$ cat config.mk
export PLATFORM = sky130hd
export DESIGN_NAME = fcca_ctrl
export DESIGN_NICKNAME = d
export VERILOG_FILES = /design/src/rtl/fcca_pkg.sv /design/src/rtl/fcca_link_unit.sv /design/src/rtl/fcca_ctrl.sv
export SDC_FILE = /design/constraint.sdc
export NUM_CORES = 1
export LEC_CHECK = 0
export BUFFER_PORTS_ARGS = -buffer_cell sky130_fd_sc_hd__buf_2
export CORE_MARGIN = 2
export CORE_UTILIZATION = 40
export CTS_CLUSTER_DIAMETER = 80
export DETAILED_ROUTE_END_ITERATION = 8
export HOLD_SLACK_MARGIN = 0.15
export PLACE_DENSITY_LB_ADDON = 0.1
export REMOVE_ABC_BUFFERS = 1
export SKIP_LAST_GASP = 1
export SLEW_MARGIN = 40
export SYNTH_ARGS = -nofsm -noshare
export SYNTH_HDL_FRONTEND = slang
export SYNTH_SLANG_ARGS = --single-unit
export TNS_END_PERCENT = 5
$ cat constraint.sdc
create_clock -name clock -period 7.85 [get_ports clock]
set_clock_uncertainty 0.2 [all_clocks]
set_input_delay 1.57 -clock clock [delete_from_list [all_inputs] [get_ports clock]]
set_output_delay 1.57 -clock clock [all_outputs]
set_load 0.1 [all_outputs]
$ cat src/rtl/fcca_pkg.sv
`timescale 1ns / 1ps

package fcca_pkg;

   // field widths of the stream beats
   localparam int OP_W      = 2;
   localparam int CLUSTER_W = 9;
   localparam int COUNT_W   = 10;
   localparam int STATUS_W  = 2;
   localparam int LINK_W    = 32;

   // operation codes
   localparam logic [OP_W-1:0] OP_ALLOC  = 2'd0;
   localparam logic [OP_W-1:0] OP_FREE   = 2'd1;
   localparam logic [OP_W-1:0] OP_FOLLOW = 2'd2;

   // status codes
   localparam logic [STATUS_W-1:0] ST_OK   = 2'd0;
   localparam logic [STATUS_W-1:0] ST_FULL = 2'd1;
   localparam logic [STATUS_W-1:0] ST_BAD  = 2'd2;

   // link table markers
   localparam logic [LINK_W-1:0] EMPTY_MARK = 32'h0000_0000;
   localparam logic [LINK_W-1:0] END_MARK   = 32'h0FFF_FFFF;
   localparam logic [LINK_W-1:0] RES0_MARK  = 32'h0FFF_FFF0;

   // result of one operation
   typedef struct packed {
      logic                 chain_end;
      logic [STATUS_W-1:0]  status;
      logic [CLUSTER_W-1:0] cluster;
   } rsp_type;

   // classification of a link value by the shared compare unit
   typedef struct packed {
      logic is_unused;
      logic is_end;
      logic below_map;
      logic from_first;
   } link_info_type;

endpackage

$ cat src/rtl/fcca_link_unit.sv
`timescale 1ns / 1ps

module fcca_link_unit #(
   parameter int MAP_ENTRIES = 512,
   parameter int FIRST_FREE  = 3
) (
   input  logic [fcca_pkg::LINK_W-1:0] link_val,
   output fcca_pkg::link_info_type     info
);

   import fcca_pkg::*;

   // marker and range compares shared by the sequencer's request check and its memory reads
   always_comb begin
      info.is_unused  = (link_val == EMPTY_MARK);
      info.is_end     = (link_val == END_MARK);
      info.below_map  = (link_val <  LINK_W'(MAP_ENTRIES));
      info.from_first = (link_val >= LINK_W'(FIRST_FREE));
   end

endmodule

$ cat src/rtl/fcca_ctrl.sv
`timescale 1ns / 1ps

module fcca_ctrl #(
   parameter int MAP_ENTRIES = 512,
   parameter int FIRST_FREE  = 3
) (
   input  logic                             clock,
   input  logic                             reset,
   // request side
   input  logic                             req_valid,
   output logic                             req_ready,
   input  logic [fcca_pkg::OP_W-1:0]        req_op,
   input  logic [fcca_pkg::CLUSTER_W-1:0]   req_start,
   input  logic [fcca_pkg::COUNT_W-1:0]     req_count,
   // result side
   output logic                             res_valid,
   input  logic                             res_free,
   output fcca_pkg::rsp_type                res,
   // link memory
   output logic                             wr_en,
   output logic [$clog2(MAP_ENTRIES)-1:0]   wr_addr,
   output logic [fcca_pkg::LINK_W-1:0]      wr_data,
   output logic                             rd_en,
   output logic [$clog2(MAP_ENTRIES)-1:0]   rd_addr,
   input  logic [fcca_pkg::LINK_W-1:0]      rd_data
);

   import fcca_pkg::*;

   localparam int IDX_W = $clog2(MAP_ENTRIES);
   localparam int PTR_W = IDX_W + 1;

   localparam logic [2:0] S_CLEAR  = 3'd0;
   localparam logic [2:0] S_IDLE   = 3'd1;
   localparam logic [2:0] S_ALLOC  = 3'd2;
   localparam logic [2:0] S_LINK   = 3'd3;
   localparam logic [2:0] S_FREE   = 3'd4;
   localparam logic [2:0] S_FOLLOW = 3'd5;
   localparam logic [2:0] S_RESP   = 3'd6;

   logic [2:0]         state_ff, state_in;
   logic [PTR_W-1:0]   idx_ff, idx_in;
   logic [IDX_W-1:0]   prev_ff, prev_in;
   logic [IDX_W-1:0]   first_ff, first_in;
   logic               have_ff, have_in;
   logic [COUNT_W-1:0] got_ff, got_in;
   logic [COUNT_W-1:0] count_ff, count_in;
   rsp_type            res_ff, res_in;

   logic [LINK_W-1:0]  chk_val;
   link_info_type      info;
   logic [PTR_W-1:0]   idx_plus;
   logic [COUNT_W-1:0] got_plus;
   logic               scan_done;
   logic               link_done;
   logic [IDX_W-1:0]   first_now;
   logic [IDX_W-1:0]   idx_lo;

   // shared compare unit: the request's cluster while idle, memory data otherwise
   assign chk_val = (state_ff == S_IDLE) ? LINK_W'(req_start) : rd_data;

   fcca_link_unit #(
      .MAP_ENTRIES (MAP_ENTRIES),
      .FIRST_FREE  (FIRST_FREE)
   ) u_link_unit (
      .link_val (chk_val),
      .info     (info)
   );

   // scan helpers
   assign idx_lo    = idx_ff[IDX_W-1:0];
   assign idx_plus  = idx_ff + PTR_W'(1);
   assign got_plus  = got_ff + COUNT_W'(info.is_unused);
   assign scan_done = (idx_plus >= PTR_W'(MAP_ENTRIES)) || (got_plus >= count_ff);
   assign link_done = (idx_plus >= PTR_W'(MAP_ENTRIES)) || (got_ff >= count_ff);
   assign first_now = have_ff ? first_ff : idx_lo;

   // table contents after reset
   function automatic logic [LINK_W-1:0] init_mark(input logic [PTR_W-1:0] idx);
      logic [LINK_W-1:0] mark;
      if (idx == PTR_W'(0)) begin
         mark = RES0_MARK;
      end else if (idx == PTR_W'(1) || idx == PTR_W'(2)) begin
         mark = END_MARK;
      end else begin
         mark = EMPTY_MARK;
      end
      return mark;
   endfunction

   // sequencer
   always_comb begin
      state_in = state_ff;
      idx_in   = idx_ff;
      prev_in  = prev_ff;
      first_in = first_ff;
      have_in  = have_ff;
      got_in   = got_ff;
      count_in = count_ff;
      res_in   = res_ff;
      wr_en    = 1'b0;
      wr_addr  = idx_lo;
      wr_data  = EMPTY_MARK;
      rd_en    = 1'b0;
      rd_addr  = idx_lo;

      unique case (state_ff)
         // clearing pass, one entry a cycle
         S_CLEAR: begin
            wr_en   = 1'b1;
            wr_data = init_mark(idx_ff);
            idx_in  = idx_plus;
            if (idx_ff == PTR_W'(MAP_ENTRIES - 1)) begin
               state_in = S_IDLE;
            end
         end

         // take a request and start its operation
         S_IDLE: begin
            res_in = '{chain_end: 1'b0, status: ST_BAD, cluster: '0};
            if (req_valid) begin
               state_in = S_RESP;
               case (req_op)
                  OP_ALLOC: begin
                     if (req_count != '0) begin
                        rd_en    = 1'b1;
                        rd_addr  = IDX_W'(FIRST_FREE);
                        idx_in   = PTR_W'(FIRST_FREE);
                        got_in   = '0;
                        have_in  = 1'b0;
                        count_in = req_count;
                        state_in = S_ALLOC;
                     end
                  end
                  OP_FREE: begin
                     if (info.below_map && info.from_first) begin
                        rd_en    = 1'b1;
                        rd_addr  = chk_val[IDX_W-1:0];
                        idx_in   = {1'b0, chk_val[IDX_W-1:0]};
                        state_in = S_FREE;
                     end
                  end
                  OP_FOLLOW: begin
                     if (info.below_map) begin
                        rd_en    = 1'b1;
                        rd_addr  = chk_val[IDX_W-1:0];
                        state_in = S_FOLLOW;
                     end
                  end
                  default: begin
                  end
               endcase
            end
         end

         // first-fit scan, one entry a cycle, pausing in S_LINK for each entry taken after the first
         S_ALLOC: begin
            if (info.is_unused) begin
               wr_en   = 1'b1;
               wr_data = END_MARK;
               got_in  = got_plus;
            end
            if (info.is_unused && have_ff) begin
               state_in = S_LINK;
            end else begin
               if (info.is_unused) begin
                  first_in = idx_lo;
                  prev_in  = idx_lo;
                  have_in  = 1'b1;
               end
               if (scan_done) begin
                  res_in.cluster   = (have_ff || info.is_unused) ?
                                     CLUSTER_W'(first_now) : '0;
                  res_in.status    = (got_plus == count_ff) ? ST_OK : ST_FULL;
                  res_in.chain_end = 1'b0;
                  state_in         = S_RESP;
               end else begin
                  rd_en   = 1'b1;
                  rd_addr = idx_plus[IDX_W-1:0];
                  idx_in  = idx_plus;
               end
            end
         end

         // link the previous tail to the entry just taken
         S_LINK: begin
            wr_en   = 1'b1;
            wr_addr = prev_ff;
            wr_data = LINK_W'(idx_lo);
            prev_in = idx_lo;
            if (link_done) begin
               res_in.cluster   = CLUSTER_W'(first_ff);
               res_in.status    = (got_ff == count_ff) ? ST_OK : ST_FULL;
               res_in.chain_end = 1'b0;
               state_in         = S_RESP;
            end else begin
               rd_en    = 1'b1;
               rd_addr  = idx_plus[IDX_W-1:0];
               idx_in   = idx_plus;
               state_in = S_ALLOC;
            end
         end

         // chain walk, one link a cycle
         S_FREE: begin
            if (info.is_unused) begin
               state_in = S_RESP;
            end else begin
               wr_en   = 1'b1;
               wr_data = EMPTY_MARK;
               if (info.is_end) begin
                  res_in.status = ST_OK;
                  state_in      = S_RESP;
               end else if (!(info.below_map && info.from_first) ||
                            (rd_data[IDX_W-1:0] == idx_lo)) begin
                  // broken link, or an entry that links to itself
                  state_in = S_RESP;
               end else begin
                  rd_en   = 1'b1;
                  rd_addr = rd_data[IDX_W-1:0];
                  idx_in  = {1'b0, rd_data[IDX_W-1:0]};
               end
            end
         end

         S_FOLLOW: begin
            if (info.is_end) begin
               res_in = '{chain_end: 1'b1, status: ST_OK, cluster: '0};
            end else if (!info.is_unused && info.below_map && info.from_first) begin
               res_in = '{chain_end: 1'b0, status: ST_OK, cluster: rd_data[CLUSTER_W-1:0]};
            end
            state_in = S_RESP;
         end

         // hand the result to the output register
         S_RESP: begin
            if (res_free) begin
               state_in = S_IDLE;
            end
         end

         default: begin
            state_in = S_IDLE;
         end
      endcase
   end

   always_ff @(posedge clock) begin
      if (reset) begin
         state_ff <= S_CLEAR;
         idx_ff   <= '0;
      end else begin
         state_ff <= state_in;
         idx_ff   <= idx_in;
      end
   end

   always_ff @(posedge clock) begin
      prev_ff  <= prev_in;
      first_ff <= first_in;
      have_ff  <= have_in;
      got_ff   <= got_in;
      count_ff <= count_in;
      res_ff   <= res_in;
   end

   assign req_ready = (state_ff == S_IDLE);
   assign res_valid = (state_ff == S_RESP);
   assign res       = res_ff;

endmodule
Yosys cells after proc, flatten, opt, wreduce, memory -nomap -nowiden

Cells that the tools add are included.

Logic and storage cells: 171
Register bits after elaboration: 64
Input port bits: 57

Mux-type cells: 86
Equality and inequality tests: 36
$lt $le $gt $ge: 5
Bitwise operators: 1
Reductions and logical operators: 31
$add $sub $neg: 2

Operator list:

| kind                                                  | number |
|---|---|
| two-way mux 9 bit                                     | 15 |
| two-way mux 10 bit                                    | 13 |
| two-way mux 28 bit                                    | 3 |
| one-hot mux 28 bit (3 select lines)                   | 1 |
| one-hot mux 9 bit (4 select lines)                    | 2 |
| two-way mux 12 bit                                    | 5 |
| one-hot mux 10 bit (5 select lines)                   | 1 |
| one-hot mux 10 bit (2 select lines)                   | 2 |
| == test 32 x 28 -> 1 bit (second input constant)      | 1 |
| >= comparator 32 x 2 -> 1 bit (second input constant) | 1 |
| logical NOT 32 bit                                    | 1 |
| < comparator 32 x 10 -> 1 bit (second input constant) | 1 |
| two-way mux 32 bit                                    | 1 |
| two-way mux 3 bit                                     | 10 |
| one-hot mux 9 bit (3 select lines)                    | 1 |
| inequality test 2 bit (second input constant)         | 12 |
| one-hot mux 3 bit (7 select lines)                    | 1 |
| == test 10 bit                                        | 2 |
| >= comparator 10 bit                                  | 2 |
| two-way mux 1 bit                                     | 19 |
| one-hot mux 9 bit (2 select lines)                    | 1 |
| AND reduction 5 bit                                   | 3 |
| inequality test 3 bit (second input constant)         | 4 |
| AND reduction 11 bit                                  | 1 |
| 37 further kinds                                      | 58 |

Logic depth before layout (Yosys ltp)

Word-level depth: 10
Gate-level depth with buffers: 23
Mapped depth without buffers: 20

Modules after synthesis

Synthesis repeated with hierarchy kept, for this count alone.

Cells, all modules: 625
Area total of the unflattened synthesis: 5271.3 sq um

By module, submodules not included:

| module         | seq. area each (sq um) | cells each | area each (sq um) | times used |
|---|---|---|---|---|
| fcca_ctrl      | 1791.7                 | 600        | 5112.4            | 1 |
| fcca_link_unit | 0.0                    | 25         | 158.9             | 1 |

Worst setup path before layout

Ideal clock, no wire load.

Kind: input-to-output
Start point: input port rd_data[9] (netlist name)
End point: output port rd_addr[4]
Stages on the path: 17
Slack: -1.088 ns
Arrival: 7.168 ns
Path buffers: 1
Data required time: 6.080 ns
Cells stage by stage: or4_1 -> or4_4 -> o32ai_4 -> nand2_4 -> clkinv_2 -> ha_1 -> nand2_1 -> nor2_1 -> xor2_1 -> ha_1 -> a211oi_1 -> nor2_1 -> a211oi_1 -> and3_1 -> a22oi_2 -> buf_2 -> o311ai_1

Elaborated cells between the ends (all ways): 22
Classes of those cells: add/sub (1); order compare (3); eq/ne (1); mux (11); reduce/logical (6)

RTL lines:

| element                            | line                 | RTL |
|---|---|---|
| start: declaration                 | fcca_ctrl.sv:25      | `input logic [fcca_pkg::LINK_W-1:0] rd_data` |
| two-way mux 32 bit                 | fcca_ctrl.sv:60      | `assign chk_val = (state_ff == S_IDLE) ? LINK_W'(req_start) : rd_data;` |
| logical NOT 32 bit                 | fcca_link_unit.sv:15 | `info.is_unused = (link_val == EMPTY_MARK);` |
| adder 10 x 1 -> 10 bit             | fcca_ctrl.sv:73      | `assign got_plus = got_ff + COUNT_W'(info.is_unused);` |
| net got_plus[7]                    | fcca_ctrl.sv:53      | `logic [COUNT_W-1:0] got_plus;` |
| >= comparator 10 bit               | fcca_ctrl.sv:74      | `assign scan_done = (idx_plus >= PTR_W'(MAP_ENTRIES)) \|\| (got_plus >= count_ff);` |
| logical OR 1 bit                   | fcca_ctrl.sv:74      |  |
| two-way mux 9 bit                  | fcca_ctrl.sv:171     | `if (scan_done) begin` |
| two-way mux 9 bit                  | fcca_ctrl.sv:163     | `if (info.is_unused && have_ff) begin` |
| one-hot mux 9 bit (4 select lines) | fcca_ctrl.sv:107     | `unique case (state_ff)` |
| end: declaration                   | fcca_ctrl.sv:24      | `output logic [$clog2(MAP_ENTRIES)-1:0] rd_addr,` |

The timed path passes the listed nets, and every way through them passes these cells.

Worst setup path after layout

Start point: input port rd_data[21] (netlist name)
End point: output port rd_addr[0]

The elaborated chain is that of the path after synthesis.

==> flow_metrics.env <==
export IMPL_result_of_the_run="finished clean"
export IMPL_die_area_sq_mm=0.01351
export IMPL_synth_top_area_share_pct=30.39
export IMPL_grt_pass1_vias=4703
export IMPL_critPathCaptureType="output pin"
export IMPL_synth_cells_most_frequent="sky130_fd_sc_hd__nand2_1, sky130_fd_sc_hd__nor2_1, sky130_fd_sc_hd__edfxtp_1, sky130_fd_sc_hd__inv_1, sky130_fd_sc_hd__a21oi_1"
export IMPL_number_of_port_buffers=118
export IMPL_layout_nets=761
export IMPL_hold_path_class="reg -> reg"
export IMPL_initial_core_util_pct=41.43
export IMPL_worst_setup_path_type="in -> out"
export IMPL_clock_buffer_count_from_cts=9
export IMPL_fillers=1177
export IMPL_grt_overflow_total=0
export IMPL_synthDistinctLibCells=74
export IMPL_cp_max_fo=4
export IMPL_route_layer_met1_wl_mm=7.140
export IMPL_worst_setup_path_start_kind="input port"
export IMPL_synthesis_area_per_instance_sq_um=8.748
export IMPL_worst_slew_pin_transition_ns=0.8121
export IMPL_avgViaCountPerCell=5.742
export IMPL_netlist_area_sq_mm=0.005039
export IMPL_path_cells="buf_2, or4_1, or4_4, o32ai_4, nand2_4, clkinv_2, ha_1, ha_4, nand4_1, xnor2_2, ha_1, nand4_1, nor3_2, a211oi_2, and3_4, a21o_1, a221oi_2, o32a_1, a21oi_2, buf_4, buf_12"
export IMPL_worstPathBufferInverterCount=4
export IMPL_grtUsageTotal_pct=24.18
export IMPL_worst_ep_required_time_ns=6.08
export IMPL_antenna_diode_instance_count=0
export IMPL_grt_max_degree=25
export IMPL_wl_per_cell_microns=18.94
export IMPL_crit_slowest_cell="sky130_fd_sc_hd__or4_4"
export IMPL_synthCells=576
export IMPL_post_route_worst_setup_slack_ns=0.2196
export IMPL_setup_viol_count_final=0
export IMPL_htree_levels=3
export IMPL_synth_edf_count=51
export IMPL_clock_tree_sinks=64
export IMPL_insertion_delay_ns=0.34
export IMPL_postSynth_asyncResetShare_pct=0
export IMPL_die_width_microns=116.2
export IMPL_cts_tree="done"
export IMPL_path_delay_family="simple AND/OR/NAND/NOR gates"
export IMPL_detailroute_wirelength_met2_mm=7.116
export IMPL_timing_max_slew_rel_slack_pct=45.44
export IMPL_grt_antenna_before_repair=0
export IMPL_top_level_ports=123
export IMPL_hpwl_mm=12.16
export IMPL_fmax_mhz=131.1
export IMPL_final_min_clock_period_ns=7.630
export IMPL_place_gp_congestion=0.9196
export IMPL_rr_startpoint="state_ff[2]$_SDFFE_PP0P_"
export IMPL_clock_slew_at_reported_path_ffs_ns=0.05
export IMPL_dpl_instance_area_sq_mm=0.005778
export IMPL_drt_pass1_iter_count=7
export IMPL_synthesis_yosys_warnings=0
export IMPL_yosys_register_bits=64
export IMPL_floorplan_core_area_sq_mm=0.01216
export IMPL_worstHoldStart="first_ff[8]$_DFFE_PP_"
export IMPL_arrival_ns=5.86
export IMPL_drive_gt1_share_pct=27.33
export IMPL_maxSlewViolCount=0
export IMPL_top_layer="met4"
export IMPL_dr_total_vias=4852
export IMPL_ant_nets=0
export IMPL_slowest_delay_ns=0.57
export IMPL_rows=40
export IMPL_remaining_design_rule_violation_count=0
export IMPL_chipHeight_microns=116.2
export IMPL_global_route_wire_length_before_repair_mm=24.91
export IMPL_syn_to_final_growth_pct=23.76
export IMPL_yosys_top_cells_area="sky130_fd_sc_hd__edfxtp_1, sky130_fd_sc_hd__ha_1, sky130_fd_sc_hd__dfxtp_1"
export IMPL_design_area_sq_mm=0.006236
export IMPL_finalCritPeriodShare_pct=97.20
export IMPL_dr_first_iter_drc_count=409
export IMPL_worst_setup_path_startpoint="rd_data[21]"
export IMPL_final_hold_violation_count=0
export IMPL_drt_wl_total_mm=16.00
export IMPL_yosys_area_top_type="sky130_fd_sc_hd__edfxtp_1"
export IMPL_ys_dominant_reg_cell="sky130_fd_sc_hd__edfxtp_1"
export IMPL_met3WireLength_mm=1.292
export IMPL_yosys_cell_count_top_type="sky130_fd_sc_hd__nand2_1"
export IMPL_synth_seq_area_share_pct=35.56
export IMPL_max_cap_viol_count=0
export IMPL_clock_path_buffers=2
export IMPL_pre_cts_slack_ns=-0.04406
export IMPL_cell_chosen_for_the_clock_root="sky130_fd_sc_hd__clkbuf_16"
[area by class of cell]
class	instances	area, sq um	area share [%]
multi-input combinational	426	2933	47.03
timing repair buffer	133	843.3	13.52
clock buffer	9	225.2	3.612
clock inverter	6	85.08	1.364
sequential	64	1792	28.73
tap	168	210.2	3.371
inverter	39	147.6	2.368
[layout by cell type (no fill, tap or decap), drive strengths merged, types with 6 or more instances in the layout]
cell,count
a221oi,6
buf,132
dfxtp,13
nand3,23
inv,35
xor2,11
and3,9
a222oi,10
o311ai,6
ha,31
xnor2,11
a21o,9
nand2b,6
nor2,53
nor3,13
edfxtp,51
nor4,9
a22oi,6
nand4,18
clkinv,7
nor2b,6
a211oi,8
o21ai,32
clkbuf,10
a21oi,34
nand2,60
and2,7
[cells by family (layout without fill, tap and decap cells)]
family	count (synthesis)	in the layout	share of synthesized area (%)
compound gates	153	153	22.62
xor+xnor	22	22	3.824
fa+ha+maj	31	31	7.698
buf+inv	89	187	8.815
flops	64	64	35.56
mux	3	3	0.5960
other cells	1	4	0.07443
simple gates	213	213	20.81
[worst reg2reg max path, delay by kind of cell (launching register included)]
kind                       cells  cell delay, ns
adders and majority gates      3            0.66
DFF                            1            0.30
xor gates and xnor gates       1            0.20
buffers and inverters          4            0.71
AOI/OAI and AO/OA              6            1.67
and+or+nand+nor                7            1.27
[final timing paths]
kind	depth (start not counted)	slack, ns	endpoint
setup / recovery	21	0.22	rd_addr[0]
hold / removal	2	0.36	res[8]$_DFFE_PP_
setup reg to reg	21	2.75	idx_ff[5]$_SDFFE_PP0P_
hold reg to reg	2	0.36	res[8]$_DFFE_PP_
[flip-flops by register name, summed over array words and instances (netlist names)]
register  flops
idx_ff       10
res          12
state_ff      3
have_ff       1
prev_ff       9
count_ff     10
got_ff       10
first_ff      9
[metrics by stage]
step	TNS, ns	hold WS (ns)	cells	utilization (%)
after floorplan	-478.68	0.3210	529	-
after global placement	0	0.3405	826	47.44
after detailed placement	-0.04472	0.3418	826	47.51
after CTS	-0.02075	0.3548	841	50.17
after global routing	-0.01324	0.3928	845	51.28
final	0	0.3570	845	51.28
[routing by layer]
layer	up-vias	GRT usage (%)
met5	-	0
met4	0	8.810
met3	33	4.619
met2	223	37.56
met1	2279	33.65
li1	2317	-
[timing repair]
item,in CTS,in global routing
hold buffers,0,0
resized for setup,3,22
gates cloned,0,0
endpoints found under the setup margin,2,10
setup buffers,0,4
pin swaps,0,13
Power is left out: the tool's default activity adds up to more than one toggle a clock period on the data nets, which glitch-free logic cannot reach.
